**src/rtl/core/iat_pkg.sv**
```systemverilog
// Package for the IPv4 alias table: sizes, function and status codes, helpers.
// No dependencies.
package iat_pkg;
    localparam int TABLE_DEPTH = 16;
    localparam int ALIAS_MAX_BYTES = 10;
    localparam int IDX_W = $clog2(TABLE_DEPTH);
    localparam int CNT_W = $clog2(TABLE_DEPTH + 1);

    localparam logic [2:0] FN_ADD = 3'd0;
    localparam logic [2:0] FN_LOOKUP = 3'd1;
    localparam logic [2:0] FN_UPDATE = 3'd2;
    localparam logic [2:0] FN_DELETE = 3'd3;
    localparam logic [2:0] FN_LIST_LOC = 3'd4;
    localparam logic [2:0] FN_LIST_ALL = 3'd5;

    localparam logic [2:0] ST_OK = 3'd0;
    localparam logic [2:0] ST_NOT_FOUND = 3'd1;
    localparam logic [2:0] ST_DUP_ADDR = 3'd2;
    localparam logic [2:0] ST_DUP_ALIAS = 3'd3;
    localparam logic [2:0] ST_BAD_ALIAS = 3'd4;
    localparam logic [2:0] ST_FULL = 3'd5;
    localparam logic [2:0] ST_EMPTY = 3'd6;

    typedef struct packed {
        logic [31:0] address;
        logic [79:0] alias_key;
    } entry_t;

    // per-cell match flags
    typedef struct packed {
        logic addr_eq;
        logic alias_eq;
        logic loc_eq;
    } match_t;

    function automatic logic [79:0] fold_alias(input logic [79:0] a);
        logic [79:0] r;
        r = a;
        for (int k = 0; k < 10; k++) begin
            if (a[k*8 +: 8] >= 8'h41 && a[k*8 +: 8] <= 8'h5a)
                r[k*8 +: 8] = a[k*8 +: 8] + 8'd32;
        end
        return r;
    endfunction
endpackage

```
**src/rtl/core/iat_cell.sv**
```systemverilog
// One table cell: holds an entry, compares it against the key, shifts.
// Depends on iat_pkg.
module iat_cell
    import iat_pkg::*;
(
    input  logic        clk,
    input  logic        shift_in,   // take the entry from the front neighbor
    input  logic        shift_out,  // take the entry from the back neighbor
    input  logic        load_key,   // take the key entry
    input  logic        load_addr,  // replace the address only
    input  entry_t      prev_entry,
    input  entry_t      next_entry,
    input  entry_t      key_entry,
    input  logic [79:0] key_fold,
    output entry_t      entry,
    output match_t      match
);
    entry_t entry_reg;

    always_ff @(posedge clk)
    begin
        if (load_key)
            entry_reg <= key_entry;
        else if (load_addr)
            entry_reg.address <= key_entry.address;
        else if (shift_in)
            entry_reg <= prev_entry;
        else if (shift_out)
            entry_reg <= next_entry;
    end

    assign entry = entry_reg;
    assign match.addr_eq = (entry_reg.address == key_entry.address);
    assign match.alias_eq = (fold_alias(entry_reg.alias_key) == key_fold);
    assign match.loc_eq = (entry_reg.address[31:16] == key_entry.address[31:16]);
endmodule
```
**config.mk**
```make
export PLATFORM = sky130hd
export DESIGN_NAME = iat_cell
export DESIGN_NICKNAME = d
export VERILOG_FILES = /design/src/rtl/core/iat_pkg.sv /design/src/rtl/core/iat_cell.sv
export SDC_FILE = /design/constraint.sdc
export NUM_CORES = 1
export LEC_CHECK = 0
export BUFFER_PORTS_ARGS = -buffer_cell sky130_fd_sc_hd__buf_2
export CORE_AREA = 2 2 210 212
export DETAILED_ROUTE_END_ITERATION = 10
export DIE_AREA = 0 0 212 214
export PLACE_DENSITY_LB_ADDON = 0.08
export SLEW_MARGIN = 30
export SYNTH_ARGS = -nofsm -noshare
export SYNTH_HDL_FRONTEND = slang
export SYNTH_SLANG_ARGS = --single-unit
```
**constraint.sdc**
```tcl
create_clock -name clk -period 6.5 [get_ports clk]
set_input_delay 0.975 -clock clk [delete_from_list [all_inputs] [get_ports clk]]
set_output_delay 0.975 -clock clk [all_outputs]
set_load 0.02 [all_outputs]
```
==> flow_summary.toml <==
[outcome]
outcome = "finished, final reports clean"

[placement]
place_area_um2 = 11400
dpl.cell_count = 1928
dp_hpwl_um = 35500
io_buffer_count = 535
place_congestion = 0.846

[synthesis]
synth_compound_area_frac = 0.146
synth_top_family_by_area = "simple AND/OR/NAND/NOR gates"
muxShareOfSynthArea = 0.145
synth_area_leader_cell = "edfxtp_1"
yosysTopAreaCellShare = 0.420
ys_seq_area_frac = 0.420
postSynthCellCount = 840
synth_nets = 1271
synth_most_common_cell = "nand2_1"
synth_edf_count = 112
avgSynthCellArea_um2 = 9.53
synth_xor_xnor_area_share = 0.0963
synth.area.top_cells = "edfxtp_1 (42%), mux2i_1 (15%), o21ai_0 (7.6%), xnor2_1 (6.5%), nand2_1 (6.4%)"
syn_area_um2 = 8010
yosysWarnings = 0
yosys.area_share.simple = 0.149
ys.flop_type = "edfxtp_1"
synth-adder-area-share = 0.0156
ys_seq_elements = 112
async_reset_ff_frac = 0
netlist_top_cells_count = "nand2_1 (136), o21ai_0 (121), mux2i_1 (116)"
synth_cell_types = 58

[clock_tree]
cts_sinks = 112
cts.clk_slew.worst_paths_ns = 0.09
numCtsBuffers = 9
post_cts_buffers = 0
hold_buffers = 0
ctsResizeCount = 0
cts_tree = "yes"
cts_buffer_depth = 2
h-tree-depth = 3
root_buffer = "clkbuf_16"

[pwr]
p_int_w = 0.00149
power.switching_w = 0.000886
combPwrFrac = 0.329
p_clk_frac = 0.240
vdd_drop_max_v = 0.000109
powerDensity_nw_per_um2 = 204
p_sw_frac = 0.373
power_frac_seq = 0.431
leakagePower_nw = 5.36

[global_routing]
grt_use_total = 0.179
antenna_found_initial = 13
grt_remaining_overflow = 0
grt_max_degree = 101
grt_pass1_wl_um = 58000
grt_pass1_vias = 8752

[drt]
drt_wl_total_um = 41200
dr.pass1.iters = 5
drt.antenna.violating_nets = 0
drt-initial-drc-count = 450
wl_per_cell_um = 21.1
drc = 0
avgViaCountPerCell = 4.27
vias = 8327

[worst_setup_path]
crit_chain = "buf_2 > xor2_1 > a2111oi_0 > o2111ai_1 > nor3_1 > o21ai_4 > or4b_1 > nor4b_2 > buf_2"
crit_path_start_kind = "primary input"
critical_path_class = "in2out"
required_ns = 5.52
crit_slowest_cell = "a2111oi_0"
arrival_ns = 3.52
critical_path.most_common_cell = "buf_2"
crit_buf_inv = 2
cp_slowest_stage_delay_ns = 0.59
cp-end-kind = "primary output"
crit_path_start = "key_fold[2]"
critPathMaxFanout = 1
crit_family = "simple AND/OR/NAND/NOR gates"

[layout]
layout.cells.non_filler = 1949
drive_gt1_frac = 0.415
nFillCells = 4785
largest_reg_flops = 112
stdcell_area_um2 = 11700
nets = 1785
final_core_util = 0.272
area_growth_pct = 45.5

[timing]
slew_violations = 0
hold_viol = 0
whs_ns = 0.869
finalCritPeriodShare = 0.692
setup_viol = 0
slew_headroom = 0.369
rsz0062_at_grt = "false"
fmax_mhz = 222
fin_crit_ns = 4.50
tightest_slew_ns = 0.947
setup_tns_ns = 0

[die]
fp.dieArea_um2 = 45400
boundaryPins = 536
die_x_um = 212
rows = 76
chipHeight_um = 214
start_util = 0.187
coreArea_um2 = 42900

[job]
drv_cap = 0

[hold_path]
hp-class = "in2reg"
hold_start = "key_entry[77]"
==> cells by family (layout without fill, tap and decap cells) <==
logic type,Yosys count,after routing
muxes,116,116
AOI/OAI and AO/OA,198,198
buffers and inverters,60,579
DFF,112,112
and+or+nand+nor,256,256
other,0,5
xor gates and xnor gates,88,88
adders and majority gates,10,10
==> power by group through the flow <==
| stage | sequential [W] | combinational, W | clock, W |
|---|---|---|---|
| CTS | 0.00103 | 0.000803 | 0.000605 |
| finish | 0.00102 | 0.000781 | 0.000570 |
| detailed placement | 0.00105 | 0.000800 | 0 |
| global route | 0.00104 | 0.000860 | 0.000625 |
| global placement | 0.00104 | 0.000802 | 0 |
| floorplan | 0.00111 | 0.000305 | 0 |
==> path summary, 6_finish.rpt <==
kind | cells past startpoint | endpoint | slack, ns
max | 9 | match[1] | 2.00
min | 3 | entry[77] | 0.87
==> cell type report <==
cell class,count,area [µm²],share of cell area
antenna,5,12.5,0.00107
clock inverter,6,50.0,0.00430
multi-input combinational,668,4430,0.380
tap,585,732,0.0628
sequential,112,3360,0.289
inverter,22,82.6,0.00709
clock buffer,10,229,0.0197
timing repair buffer,541,2750,0.236
==> routing by layer <==
layer,track usage,vias up,part of all wire
met1,0.194,3802,0.38
met5,0,-,0.0018
met3,0.0572,49,0.076
li1,-,4125,-
met4,0.0552,12,0.025
met2,0.326,339,0.51
==> layout by cell type, fill, tap and decap left out, types with 3 or more instances in the layout <==
cell,instances
a21oi_1,22
and3_1,3
inv_1,21
inv_6,3
buf_4,6
a2111oi_0,3
nor2b_1,9
mux2i_1,116
nand2_1,136
nor2_1,32
or3_1,3
buf_2,533
nand4_1,17
o22ai_1,7
diode_2,5
edfxtp_1,112
xor2_1,29
nor3_1,11
nor4_1,13
xnor2_1,59
or4_1,4
o2111ai_1,7
o2bb2ai_1,6
o21ai_0,121
nor3b_1,3
nand3_1,8
clkbuf_16,9
ha_1,10
a31oi_1,5
nand2b_1,7
==> metrics by stage <==
stage,total power [W],setup WS [ns]
2_1_floorplan,0.00141,0.715
3_3_place_gp,0.00184,2.05
3_5_place_dp,0.00185,1.93
4_1_cts,0.00244,1.92
5_1_grt,0.00253,1.81
6_report,0.00237,2.00
Power figures use the tool's default switching activity.
